`src/rtl/sdf_pkg.sv`:
```
`default_nettype none
// ----------------------------------------------------------------------------
// sdf_pkg: shared types and codes for the serial packet deframer
// Transfer payloads, configuration record, parse phases and result kinds.
// ----------------------------------------------------------------------------
package sdf_pkg;

   // item kinds on the request channel
   localparam logic FUNC_BYTE = 1'b0;
   localparam logic FUNC_TICK = 1'b1;

   // result kinds
   localparam logic [1:0] KIND_PAYLOAD = 2'd0;
   localparam logic [1:0] KIND_GOOD    = 2'd1;
   localparam logic [1:0] KIND_BAD     = 2'd2;
   localparam logic [1:0] KIND_ABORT   = 2'd3;

   // configuration register indexes
   localparam int unsigned CSR_IDX_W = 2;
   localparam int unsigned CSR_DATA_W = 16;
   localparam logic [CSR_IDX_W-1:0] CSR_PREAMBLE_FIRST  = 2'd0;
   localparam logic [CSR_IDX_W-1:0] CSR_PREAMBLE_SECOND = 2'd1;
   localparam logic [CSR_IDX_W-1:0] CSR_TIMEOUT_TICKS   = 2'd2;

   // register reset values
   localparam logic [7:0]  PREAMBLE_FIRST_RST  = 8'd170;
   localparam logic [7:0]  PREAMBLE_SECOND_RST = 8'd85;
   localparam logic [15:0] TIMEOUT_TICKS_RST   = 16'd10;

   localparam logic [15:0] TICKS_MAX = 16'hFFFF;

   typedef struct packed {
      logic       func;
      logic [7:0] rx_byte;
   } req_type;

   typedef struct packed {
      logic [1:0] kind;
      logic [7:0] payload_byte;
      logic [5:0] payload_index;
      logic [7:0] frame_type;
      logic [7:0] frame_length;
      logic [7:0] frame_id;
   } rsp_type;

   typedef struct packed {
      logic [7:0]  preamble_first;
      logic [7:0]  preamble_second;
      logic [15:0] timeout_ticks;
   } cfg_type;

   typedef enum logic [7:0] {
      PH_IDLE = 8'b0000_0001,
      PH_PRE2 = 8'b0000_0010,
      PH_TYPE = 8'b0000_0100,
      PH_LEN  = 8'b0000_1000,
      PH_ID   = 8'b0001_0000,
      PH_PAD  = 8'b0010_0000,
      PH_DATA = 8'b0100_0000,
      PH_CSUM = 8'b1000_0000
   } phase_type;

endpackage
`default_nettype wire

```
`src/rtl/sdf_csr.sv`:
```
`default_nettype none
// ----------------------------------------------------------------------------
// sdf_csr: configuration registers
// Write-only register file for preambles and timeout.
// ----------------------------------------------------------------------------
module sdf_csr (
   input  wire logic                           clock,
   input  wire logic                           reset,
   input  wire logic                           csr_we,
   input  wire logic [sdf_pkg::CSR_IDX_W-1:0]  csr_index,
   input  wire logic [sdf_pkg::CSR_DATA_W-1:0] csr_wdata,
   output sdf_pkg::cfg_type                    cfg
);
   import sdf_pkg::*;

   cfg_type cfg_ff, cfg_in;

   always_comb begin
      cfg_in = cfg_ff;
      if (csr_we) begin
         case (csr_index)
            CSR_PREAMBLE_FIRST:  cfg_in.preamble_first  = csr_wdata[7:0];
            CSR_PREAMBLE_SECOND: cfg_in.preamble_second = csr_wdata[7:0];
            CSR_TIMEOUT_TICKS:   cfg_in.timeout_ticks   = csr_wdata[15:0];
            default:             cfg_in = cfg_ff;
         endcase
      end
   end

   always_ff @(posedge clock) begin
      if (reset) begin
         cfg_ff.preamble_first  <= PREAMBLE_FIRST_RST;
         cfg_ff.preamble_second <= PREAMBLE_SECOND_RST;
         cfg_ff.timeout_ticks   <= TIMEOUT_TICKS_RST;
      end else begin
         cfg_ff <= cfg_in;
      end
   end

   assign cfg = cfg_ff;

endmodule
`default_nettype wire

```
`src/rtl/sdf_in_stage.sv`:
```
`default_nettype none
// ----------------------------------------------------------------------------
// sdf_in_stage: request input register
// Holds one accepted item until the parser can take it.
// ----------------------------------------------------------------------------
module sdf_in_stage (
   input  wire logic             clock,
   input  wire logic             reset,
   input  wire logic             req_valid,
   output logic                  req_ready,
   input  wire sdf_pkg::req_type req_data,
   input  wire logic             advance,
   output logic                  item_valid,
   output sdf_pkg::req_type      item
);
   import sdf_pkg::*;

   logic    valid_ff, valid_in;
   req_type data_ff;

   // slot frees when the held item moves on this cycle
   assign req_ready = !valid_ff || advance;
   assign valid_in  = req_ready ? req_valid : valid_ff;

   always_ff @(posedge clock) begin
      if (reset) begin
         valid_ff <= 1'b0;
      end else begin
         valid_ff <= valid_in;
      end
   end

   always_ff @(posedge clock) begin
      if (req_ready && req_valid) begin
         data_ff <= req_data;
      end
   end

   assign item_valid = valid_ff;
   assign item       = data_ff;

endmodule
`default_nettype wire

```
`src/rtl/sdf_parser.sv`:
```
`default_nettype none
// ----------------------------------------------------------------------------
// sdf_parser: frame parse state and per-item step
// One item per cycle while step_valid is high: phase step, 8-bit running sum, inter-byte timer.
// ----------------------------------------------------------------------------
module sdf_parser #(
   parameter int unsigned BUFFER_BYTES = 64
) (
   input  wire logic             clock,
   input  wire logic             reset,
   input  wire sdf_pkg::cfg_type cfg,
   input  wire logic             step_valid,
   input  wire sdf_pkg::req_type item,
   output logic                  res_valid,
   output sdf_pkg::rsp_type      res
);
   import sdf_pkg::*;

   localparam int unsigned CNT_W = $clog2(BUFFER_BYTES + 1);
   localparam logic [CNT_W-1:0] CNT_FULL = CNT_W'(BUFFER_BYTES);

   phase_type        phase_ff, phase_in;
   logic [CNT_W-1:0] count_ff, count_in, count_next;
   logic [7:0]       sum_ff, sum_in, sum_next;
   logic [7:0]       type_ff, type_in;
   logic [7:0]       len_ff, len_in;
   logic [7:0]       id_ff, id_in;
   logic [15:0]      ticks_ff, ticks_in, ticks_inc;
   logic             timer_ff, timer_in;

   logic [7:0] c;
   logic       expire;

   assign c          = item.rx_byte;
   assign sum_next   = sum_ff + c;
   assign count_next = count_ff + 1'b1;
   assign ticks_inc  = (ticks_ff == TICKS_MAX) ? ticks_ff : ticks_ff + 16'd1;
   assign expire     = ticks_inc >= cfg.timeout_ticks;

   always_comb begin
      phase_in  = phase_ff;
      count_in  = count_ff;
      sum_in    = sum_ff;
      type_in   = type_ff;
      len_in    = len_ff;
      id_in     = id_ff;
      ticks_in  = ticks_ff;
      timer_in  = timer_ff;
      res_valid = 1'b0;
      res.kind          = KIND_ABORT;
      res.payload_byte  = 8'd0;
      res.payload_index = 6'd0;
      res.frame_type    = type_ff;
      res.frame_length  = len_ff;
      res.frame_id      = id_ff;

      if (step_valid) begin
         if (item.func == FUNC_TICK) begin
            if (timer_ff) begin
               if (expire) begin
                  phase_in  = PH_IDLE;
                  timer_in  = 1'b0;
                  ticks_in  = 16'd0;
                  res_valid = 1'b1;
               end else begin
                  ticks_in = ticks_inc;
               end
            end
         end else begin
            timer_in = 1'b1;
            ticks_in = 16'd0;
            case (phase_ff)
               PH_IDLE: begin
                  if (c == cfg.preamble_first) begin
                     phase_in = PH_PRE2;
                     sum_in   = c;
                  end else begin
                     timer_in = 1'b0;
                  end
               end
               PH_PRE2: begin
                  if (c == cfg.preamble_second) begin
                     phase_in = PH_TYPE;
                     sum_in   = sum_next;
                  end else begin
                     phase_in = PH_IDLE;
                     timer_in = 1'b0;
                  end
               end
               PH_TYPE: begin
                  type_in  = c;
                  sum_in   = sum_next;
                  phase_in = PH_LEN;
               end
               PH_LEN: begin
                  len_in   = c;
                  sum_in   = sum_next;
                  count_in = '0;
                  phase_in = PH_ID;
               end
               PH_ID: begin
                  id_in    = c;
                  sum_in   = sum_next;
                  phase_in = PH_PAD;
               end
               PH_PAD: begin
                  phase_in = PH_DATA;
               end
               PH_DATA: begin
                  sum_in    = sum_next;
                  count_in  = count_next;
                  res_valid = 1'b1;
                  if (count_next == CNT_FULL) begin
                     // buffer full: drop the frame
                     phase_in = PH_IDLE;
                     timer_in = 1'b0;
                  end else begin
                     if (9'(count_next) == {1'b0, len_ff}) begin
                        phase_in = PH_CSUM;
                     end
                     res.kind          = KIND_PAYLOAD;
                     res.payload_byte  = c;
                     res.payload_index = 6'(count_ff);
                  end
               end
               PH_CSUM: begin
                  phase_in  = PH_IDLE;
                  timer_in  = 1'b0;
                  res_valid = 1'b1;
                  res.kind  = (sum_next == 8'd0) ? KIND_GOOD : KIND_BAD;
               end
               default: begin
                  phase_in = PH_IDLE;
                  timer_in = 1'b0;
               end
            endcase
         end
      end
   end

   always_ff @(posedge clock) begin
      if (reset) begin
         phase_ff <= PH_IDLE;
         count_ff <= '0;
         sum_ff   <= 8'd0;
         type_ff  <= 8'd0;
         len_ff   <= 8'd0;
         id_ff    <= 8'd0;
         ticks_ff <= 16'd0;
         timer_ff <= 1'b0;
      end else begin
         phase_ff <= phase_in;
         count_ff <= count_in;
         sum_ff   <= sum_in;
         type_ff  <= type_in;
         len_ff   <= len_in;
         id_ff    <= id_in;
         ticks_ff <= ticks_in;
         timer_ff <= timer_in;
      end
   end

   // a stopped timer always holds a cleared count
   a_timer_clear: assert property (@(posedge clock) disable iff (reset)
      !timer_ff |-> ticks_ff == 16'd0)
      else $error("tick count nonzero while timer stopped");

   // idle is only reached through a path that stops the timer
   a_idle_stopped: assert property (@(posedge clock) disable iff (reset)
      phase_ff == PH_IDLE |-> !timer_ff)
      else $error("timer running in idle phase");

   // payload count never sits at the buffer limit while collecting
   a_count_bound: assert property (@(posedge clock) disable iff (reset)
      phase_ff == PH_DATA |-> count_ff < CNT_FULL)
      else $error("payload count at buffer limit in data phase");

   // a tick yields a result only when the timer was running
   a_tick_abort: assert property (@(posedge clock) disable iff (reset)
      step_valid && item.func == FUNC_TICK && res_valid |-> timer_ff && res.kind == KIND_ABORT)
      else $error("tick result without running timer");

endmodule
`default_nettype wire

```
`src/rtl/serial_packet_deframer.sv`:
```
`default_nettype none
// ----------------------------------------------------------------------------
// serial_packet_deframer: byte-stream frame parser with additive checksum
// Hunts for a two-byte preamble, reads type/length/id/pad, reports each
// payload byte, then checks the 8-bit sum; ticks drive an inter-byte timeout.
// ----------------------------------------------------------------------------
//  channel | ports                          | direction | handshake
//  --------+--------------------------------+-----------+-----------------
//  req     | req_valid req_ready req_data   | in        | valid/ready
//  rsp     | rsp_valid rsp_ready rsp_data   | out       | valid/ready
//  csr     | csr_we csr_index csr_wdata     | in        | write enable only
//
//  One item per cycle sustained while rsp is not stalled; a transfer on req
//  reaches rsp through the input register, then the parser step into the
//  output register. Items that produce no result still take a parser step.
//  A stalled rsp holds the output register; req_ready falls once the input
//  register is also occupied, so nothing is dropped.
//  Synchronous active-high reset clears parse state, timer and both valids;
//  config registers return to preamble 0xAA/0x55 and timeout 10 ticks.
// ----------------------------------------------------------------------------
module serial_packet_deframer #(
   parameter int unsigned BUFFER_BYTES = 64
) (
   input  wire logic                           clock,
   input  wire logic                           reset,
   input  wire logic                           req_valid,
   output logic                                req_ready,
   input  wire sdf_pkg::req_type               req_data,
   output logic                                rsp_valid,
   input  wire logic                           rsp_ready,
   output sdf_pkg::rsp_type                    rsp_data,
   input  wire logic                           csr_we,
   input  wire logic [sdf_pkg::CSR_IDX_W-1:0]  csr_index,
   input  wire logic [sdf_pkg::CSR_DATA_W-1:0] csr_wdata
);
   import sdf_pkg::*;

   cfg_type cfg;
   req_type item;
   rsp_type res;
   logic    item_valid;
   logic    res_valid;
   logic    out_free;
   logic    step_valid;

   logic    rsp_valid_ff, rsp_valid_in;
   rsp_type rsp_data_ff;

   // output slot can take a new result when empty or being drained now
   assign out_free   = !rsp_valid_ff || rsp_ready;
   assign step_valid = item_valid && out_free;

   sdf_csr u_csr (
      .clock     (clock),
      .reset     (reset),
      .csr_we    (csr_we),
      .csr_index (csr_index),
      .csr_wdata (csr_wdata),
      .cfg       (cfg)
   );

   sdf_in_stage u_in_stage (
      .clock      (clock),
      .reset      (reset),
      .req_valid  (req_valid),
      .req_ready  (req_ready),
      .req_data   (req_data),
      .advance    (out_free),
      .item_valid (item_valid),
      .item       (item)
   );

   sdf_parser #(
      .BUFFER_BYTES (BUFFER_BYTES)
   ) u_parser (
      .clock      (clock),
      .reset      (reset),
      .cfg        (cfg),
      .step_valid (step_valid),
      .item       (item),
      .res_valid  (res_valid),
      .res        (res)
   );

   // result register
   assign rsp_valid_in = out_free ? (step_valid && res_valid) : rsp_valid_ff;

   always_ff @(posedge clock) begin
      if (reset) begin
         rsp_valid_ff <= 1'b0;
      end else begin
         rsp_valid_ff <= rsp_valid_in;
      end
   end

   always_ff @(posedge clock) begin
      if (step_valid && res_valid) begin
         rsp_data_ff <= res;
      end
   end

   assign rsp_valid = rsp_valid_ff;
   assign rsp_data  = rsp_data_ff;

endmodule
`default_nettype wire

```
`config.mk`:
```
export PLATFORM = sky130hd
export DESIGN_NAME = serial_packet_deframer
export DESIGN_NICKNAME = d
export VERILOG_FILES = /design/src/rtl/sdf_pkg.sv /design/src/rtl/sdf_csr.sv /design/src/rtl/sdf_in_stage.sv /design/src/rtl/sdf_parser.sv /design/src/rtl/serial_packet_deframer.sv
export SDC_FILE = /design/constraint.sdc
export NUM_CORES = 1
export LEC_CHECK = 0
export BUFFER_PORTS_ARGS = -buffer_cell sky130_fd_sc_hd__buf_4
export CAP_MARGIN = 20
export CORE_MARGIN = 2
export CORE_UTILIZATION = 59
export DETAILED_ROUTE_END_ITERATION = 10
export GPL_TIMING_DRIVEN = 0
export HOLD_SLACK_MARGIN = 0.03
export PLACE_DENSITY = 0.8
export RECOVER_POWER = 25
export SLEW_MARGIN = 5
export SYNTH_ARGS = -nofsm -noshare
export SYNTH_HDL_FRONTEND = slang
export SYNTH_HIERARCHICAL = 1
export SYNTH_SLANG_ARGS = --single-unit
```
`constraint.sdc`:
```
create_clock -name clock -period 5.16 [get_ports clock]
set_input_delay 1.032 -clock clock [delete_from_list [all_inputs] [get_ports clock]]
set_output_delay 1.032 -clock clock [all_outputs]
set_load 0.03 [all_outputs]
```
# --- After elaboration in Yosys (flattened, before gate mapping) ---
# Cells that the tools add are included.
op_classes:
  n_addsub: 3
  magnitude_cmp: 1
  eq_ne: 21
  muxes: 31
  bitwise_logic: 3
  reduce_logical: 26
ops:
  columns: ["op", "count"]
  rows:
  - ["16-bit 2-to-1 mux", 5]
  - ["8-bit 2-to-1 mux", 8]
  - ["8-bit one-hot mux with 7 select lines", 1]
  - ["8-bit one-hot mux with 3 select lines", 1]
  - ["16-bit by 1-bit adder with 16-bit output (second input constant)", 1]
  - ["16-bit == test (second input constant)", 1]
  - ["8-bit == test", 2]
  - ["16-bit >= comparator", 1]
  - ["7-bit one-hot mux with 2 select lines", 1]
  - ["3-bit AND reduction", 4]
  - ["4-bit OR reduction", 3]
  - ["1-bit 2-to-1 mux", 11]
  - ["5-bit AND reduction", 2]
  - ["8-bit adder", 1]
  - ["7-bit by 8-bit == test with 1-bit output", 1]
  - ["8-bit by 1-bit == test with 1-bit output (second input constant)", 1]
  - ["8-bit by 2-bit == test with 1-bit output (second input constant)", 1]
  - ["8-bit by 3-bit == test with 1-bit output (second input constant)", 1]
  - ["8-bit by 4-bit == test with 1-bit output (second input constant)", 1]
  - ["8-bit by 5-bit == test with 1-bit output (second input constant)", 1]
  - ["8-bit by 6-bit == test with 1-bit output (second input constant)", 1]
  - ["8-bit by 7-bit == test with 1-bit output (second input constant)", 1]
  - ["8-bit == test (second input constant)", 1]
  - ["8-bit logical NOT", 1]
  - ["20 further kinds", 33]
totals:
  regBits: 147
  input_bits: 32
  output_inout_bits: 42
  wordCells: 106

# --- Depth between registers and ports, before layout ---
depth:
  ltp_word: 8
  ltp_mapped: 16

# --- Modules after synthesis ---
# The synthesis kept the hierarchy.
by_module_without_submodules:
  columns: ["mod", "n_inst", "cells_each", "area_per_inst_um2", "seq_area_each_um2"]
  rows:
  - ["sdf_parser", 1, 562, 4475.5, 1281.2]
  - ["sdf_csr", 1, 135, 1378.8, 640.6]
  - ["serial_packet_deframer", 1, 46, 1268.7, 1221.2]
  - ["sdf_in_stage", 1, 14, 325.3, 290.3]

# --- Worst setup path after synthesis ---
# No wires, ideal clock.
synth_path:
  kind: "reg2reg"
  startpoint: "register u_parser.ticks_ff[0]"
  endpoint: "register rsp_data_ff (netlist bit rsp_data[0]), enable pin"
  setup_ns: 0.384
  t_arrival_ns: 3.760
  required_time_ns: 4.776
  path_slack_ns: 1.016
  path_stages_with_launch: 16
  n_path_buf: 1
  period_less_slack_ns: 4.144
  cell_sequence: "dfxtp_1 > ha_1 > nand3_1 > nor3_1 > and3_1 > mux2_2 > ha_1 > nand4_1 > o311ai_0 > a211oi_1 > o21ai_0 > buf_2 > and2_1 > o31a_1 > nand2_2 > nor2b_4"
synth_between:
  elab_chain_len: 8
synth_rtl:
  columns: ["element", "line", "text"]
  rows:
  - ["start, declared", "sdf_parser.sv:28", "logic [15:0] ticks_ff, ticks_in, ticks_inc;"]
  - ["start signal, assigned", "sdf_parser.sv:158", "ticks_ff <= ticks_in;"]
  - ["16-bit by 1-bit adder with 16-bit output or 16-bit == test (tied branches)", "sdf_parser.sv:37", "assign ticks_inc = (ticks_ff == TICKS_MAX) ? ticks_ff : ticks_ff + 16'd1;"]
  - ["16-bit 2-to-1 mux *", "sdf_parser.sv:37", null]
  - ["16-bit >= comparator *", "sdf_parser.sv:38", "assign expire = ticks_inc >= cfg.timeout_ticks;"]
  - ["1-bit 2-to-1 mux *", "sdf_parser.sv:60", "if (expire) begin"]
  - ["1-bit 2-to-1 mux *", "sdf_parser.sv:59", "if (timer_ff) begin"]
  - ["1-bit 2-to-1 mux *", "sdf_parser.sv:58", "if (item.func == FUNC_TICK) begin"]
  - ["1-bit 2-to-1 mux *", "sdf_parser.sv:57", "if (step_valid) begin"]
  - ["named net res_valid", "serial_packet_deframer.sv:42", "logic res_valid;"]
  - ["1-bit logical AND *", "serial_packet_deframer.sv:97", "if (step_valid && res_valid) begin"]
  - ["end signal, assigned", "serial_packet_deframer.sv:98", "rsp_data_ff <= res;"]
  - ["end, declared", "serial_packet_deframer.sv:47", "rsp_type rsp_data_ff;"]
# Mark *: on every way through the listed nets, which the timed path passes. The rest lies on a longest branch.
# A chain may end at the register's enable or synchronous reset.

# --- Worst setup path in the final report ---
layout_path:
  startpoint: "register u_parser.ticks_ff[4]"
  endpoint: "register rsp_data_ff (netlist bit rsp_data[18]), enable pin"
# The elaborated chain is that of the path after synthesis.

==> impl_metrics.tcl <==
set metrics [dict create \
    status "complete, no violations" \
    routed_wl_um 17500 \
    yosysTopAreaCell "dfxtp_1" \
    clk_pin_slew_ps 60 \
    power.switching_uw 590 \
    yosysUniqueCellTypes 70 \
    io_buffers 73 \
    drc_errors 0 \
    synth_edf_count 49 \
    cts_inserted_buffers 17 \
    fmax_ghz 0.206 \
    grt_pass1_wl_um 27600 \
    multiInputGateArea_mm2 0.00366 \
    antenna_left 0 \
    seq_area_mm2 0.00343 \
    place_hpwl_um 12600 \
    cts_setup_buffers 0 \
    async_flop_share_pct 0 \
    setup_viol 0 \
    die_x_um 116 \
    crit_fanout 20 \
    num_vias 5860 \
    yosysSeqAreaShare_pct 46.1 \
    p_clk_share_pct 47.2 \
    yosysMostFrequentCell "dfxtp_1" \
    finalSetupTns_ps 0 \
    grt_max_degree 21 \
    start_kind "flop" \
    cts_tree "done" \
    drv_cap 0 \
    slew_headroom_pct 48.9 \
    drtIter0Drc 380 \
    overflow 0 \
    drive_gt1_share_pct 16.0 \
    avgSynthCellArea_um2 9.84 \
    clock_path_buffers 2 \
    rsz0062_at_grt "no" \
    finalHoldViolCount 0 \
    crit_path_end_kind "flop" \
    p_int_mw 2.04 \
    rows 41 \
    required_ps 5220 \
    io_pins 74 \
    synth_ff_type "dfxtp_1" \
    die-area_mm2 0.0135 \
    seqPwrFrac_pct 46.6 \
    min_period_over_period_pct 93.9 \
    synth_area_mm2 0.00745 \
    yosysTopAreaCellShare_pct 26.3 \
    drv_slew 0 \
    synth_warnings 6 \
    routedWlPerCell_um 17.0 \
    root_buffer "clkbuf_16" \
    core_mm2 0.0125 \
    total_leakage_power_nw 3.48 \
    area_growth_pct 18.0 \
    power_per_cell_area_mw_per_mm2 299 \
    netSwitchingFraction_pct 22.5 \
    nFillCells 918 \
    cts.hold.buffers_added 0 \
    postSynthCellCount 757 \
    num-nets-final 908 \
    first_pass_iters 5 \
    fin_util_pct 70.5 \
    grt_usage_pct 26.7 \
    clk_latency_ps 430 \
    min_path_type "reg -> reg" \
    die_y_um 116 \
    synthTopCellsByArea "dfxtp_1 26%, edfxtp_1 20%, mux2i_1 7.9%, nor2_1 4.8%, ha_1 4.2%" \
    diodes 0 \
    synth_fp_nets 815 \
    grt_antenna_before_repair 0 \
    comb_power_share_pct 6.3 \
    synthTopCellsByCount "98 x dfxtp_1, 96 x nor2_1, 59 x mux2i_1" \
    start_util_pct 59.8 \
    cp.arrival_ps 4910 \
    critPathKind "reg -> reg" \
    synth-seq-cells 147 \
    vias_per_cell 5.67 \
    worstMarginPinSlew_ps 767 \
    grt_pass1_vias 5509 \
    htree_levels 4 \
    place_congestion 0.933 \
    vdd_ir_drop_max_uv 221 \
    period_minus_slack_ps 4840 \
    cts_sinks 147 \
    skew_ps 9.27 \
]
-- area by class of cell --
type	count	share of cell area, %
repair buffers	73	6.19
flip-flops and latches	147	39.0
clock buffers	19	4.92
plain buffers	45	2.59
inverters	31	1.32
clock inverters	12	1.81
well taps	172	2.45
multi-input cells	535	41.7
-- worst max-delay path, stage by stage, from the launching register on --
cell and delay, ps:
dfxtp_1 440, nand4_1 210, or2_2 380, nor3_1 330
nand3_1 140, mux2_2 320, ha_1 300, nand4_1 130
nor2_1 170, o2111ai_1 200, o21ai_0 510, buf_2 320
and2_1 190, o31a_1 160, nand2_2 130, nor2b_4 530
-- per-stage QoR --
stage	hold WS [ps]	setup WS, ps	area [um2]	instances	power (mW)
2_1_floorplan	408	1020	7450	757	1.35
3_3_place_gp	416	223	8210	1002	1.40
3_5_place_dp	416	67.8	8210	1002	1.41
4_1_cts	431	36.9	8810	1034	2.64
5_1_grt	442	57.1	8790	1034	2.71
6_report	432	315	8790	1034	2.63
-- layer usage --
layer | global-route usage, % | vias up | part of all wire (%)
li1 | - | 2856 | -
met1 | 34.6 | 2762 | 43
met2 | 44.5 | 212 | 49
met3 | 5.71 | 30 | 6.3
met4 | 9.44 | 0 | 1.7
met5 | 0 | - | 0
-- state kept, by name (all words and copies together) (netlist names) --
name	cells
u_parser/len_ff	8
u_parser/id_ff	8
rsp_data	40
u_parser/sum_ff	8
u_parser/phase_ff	8
u_parser/ticks_ff	16
u_parser/timer_ff	1
rsp_valid	1
u_parser/type_ff	8
u_in_stage/item	9
u_csr/cfg	32
u_in_stage/item_valid	1
u_parser/count_ff	7
-- path summary, 6_finish.rpt --
check,startpoint,to,slack [ps],cells after the start
max,u_parser/ticks_ff[4],rsp_data[18],320,15
min,u_parser/type_ff[4],rsp_data[20],430,0
max reg2reg,u_parser/ticks_ff[4],rsp_data[18],320,15
min reg2reg,u_parser/type_ff[4],rsp_data[20],430,0
-- what timing repair did --
action / 4_1_cts / 5_1_grt
hold endpoints to repair: 0 / 0
gates resized for setup: 0 / 1
gates cloned: 1 / 0
endpoints found under the setup margin: 6 / 20
-- layout by cell type, fill, tap and decap left out, types with 14 or more instances in the layout --
cell type,n
a21oi_1,34
buf_4,63
clkbuf_1,32
clkbuf_16,17
dfxtp_1,98
edfxtp_1,49
ha_1,25
inv_1,31
mux2i_1,59
nand2_1,32
nand2b_1,45
nor2_1,96
nor3_1,19
o21ai_0,20
xnor2_1,30
xor2_1,14
-- kinds of logic after synthesis --
| group | after synthesis | share of synthesized area [%] |
|---|---|---|
| fa+ha+maj | 26 | 4.47 |
| mux | 64 | 8.68 |
| xor+xnor | 44 | 5.17 |
| simple gates | 289 | 21.0 |
| flops | 147 | 46.1 |
| compound gates | 111 | 9.88 |
| buf+inv | 76 | 4.67 |
-- power groups by stage --
stage | Clock [mW] | Sequential [mW] | Combinational [mW]
after global placement | 0 | 1.25 | 0.156
after detailed placement | 0 | 1.25 | 0.163
after global routing | 1.31 | 1.22 | 0.177
after CTS | 1.25 | 1.22 | 0.164
after floorplan | 0 | 1.25 | 0.101
final | 1.24 | 1.22 | 0.164
No activity file was read; power rests on OpenSTA's default activity.
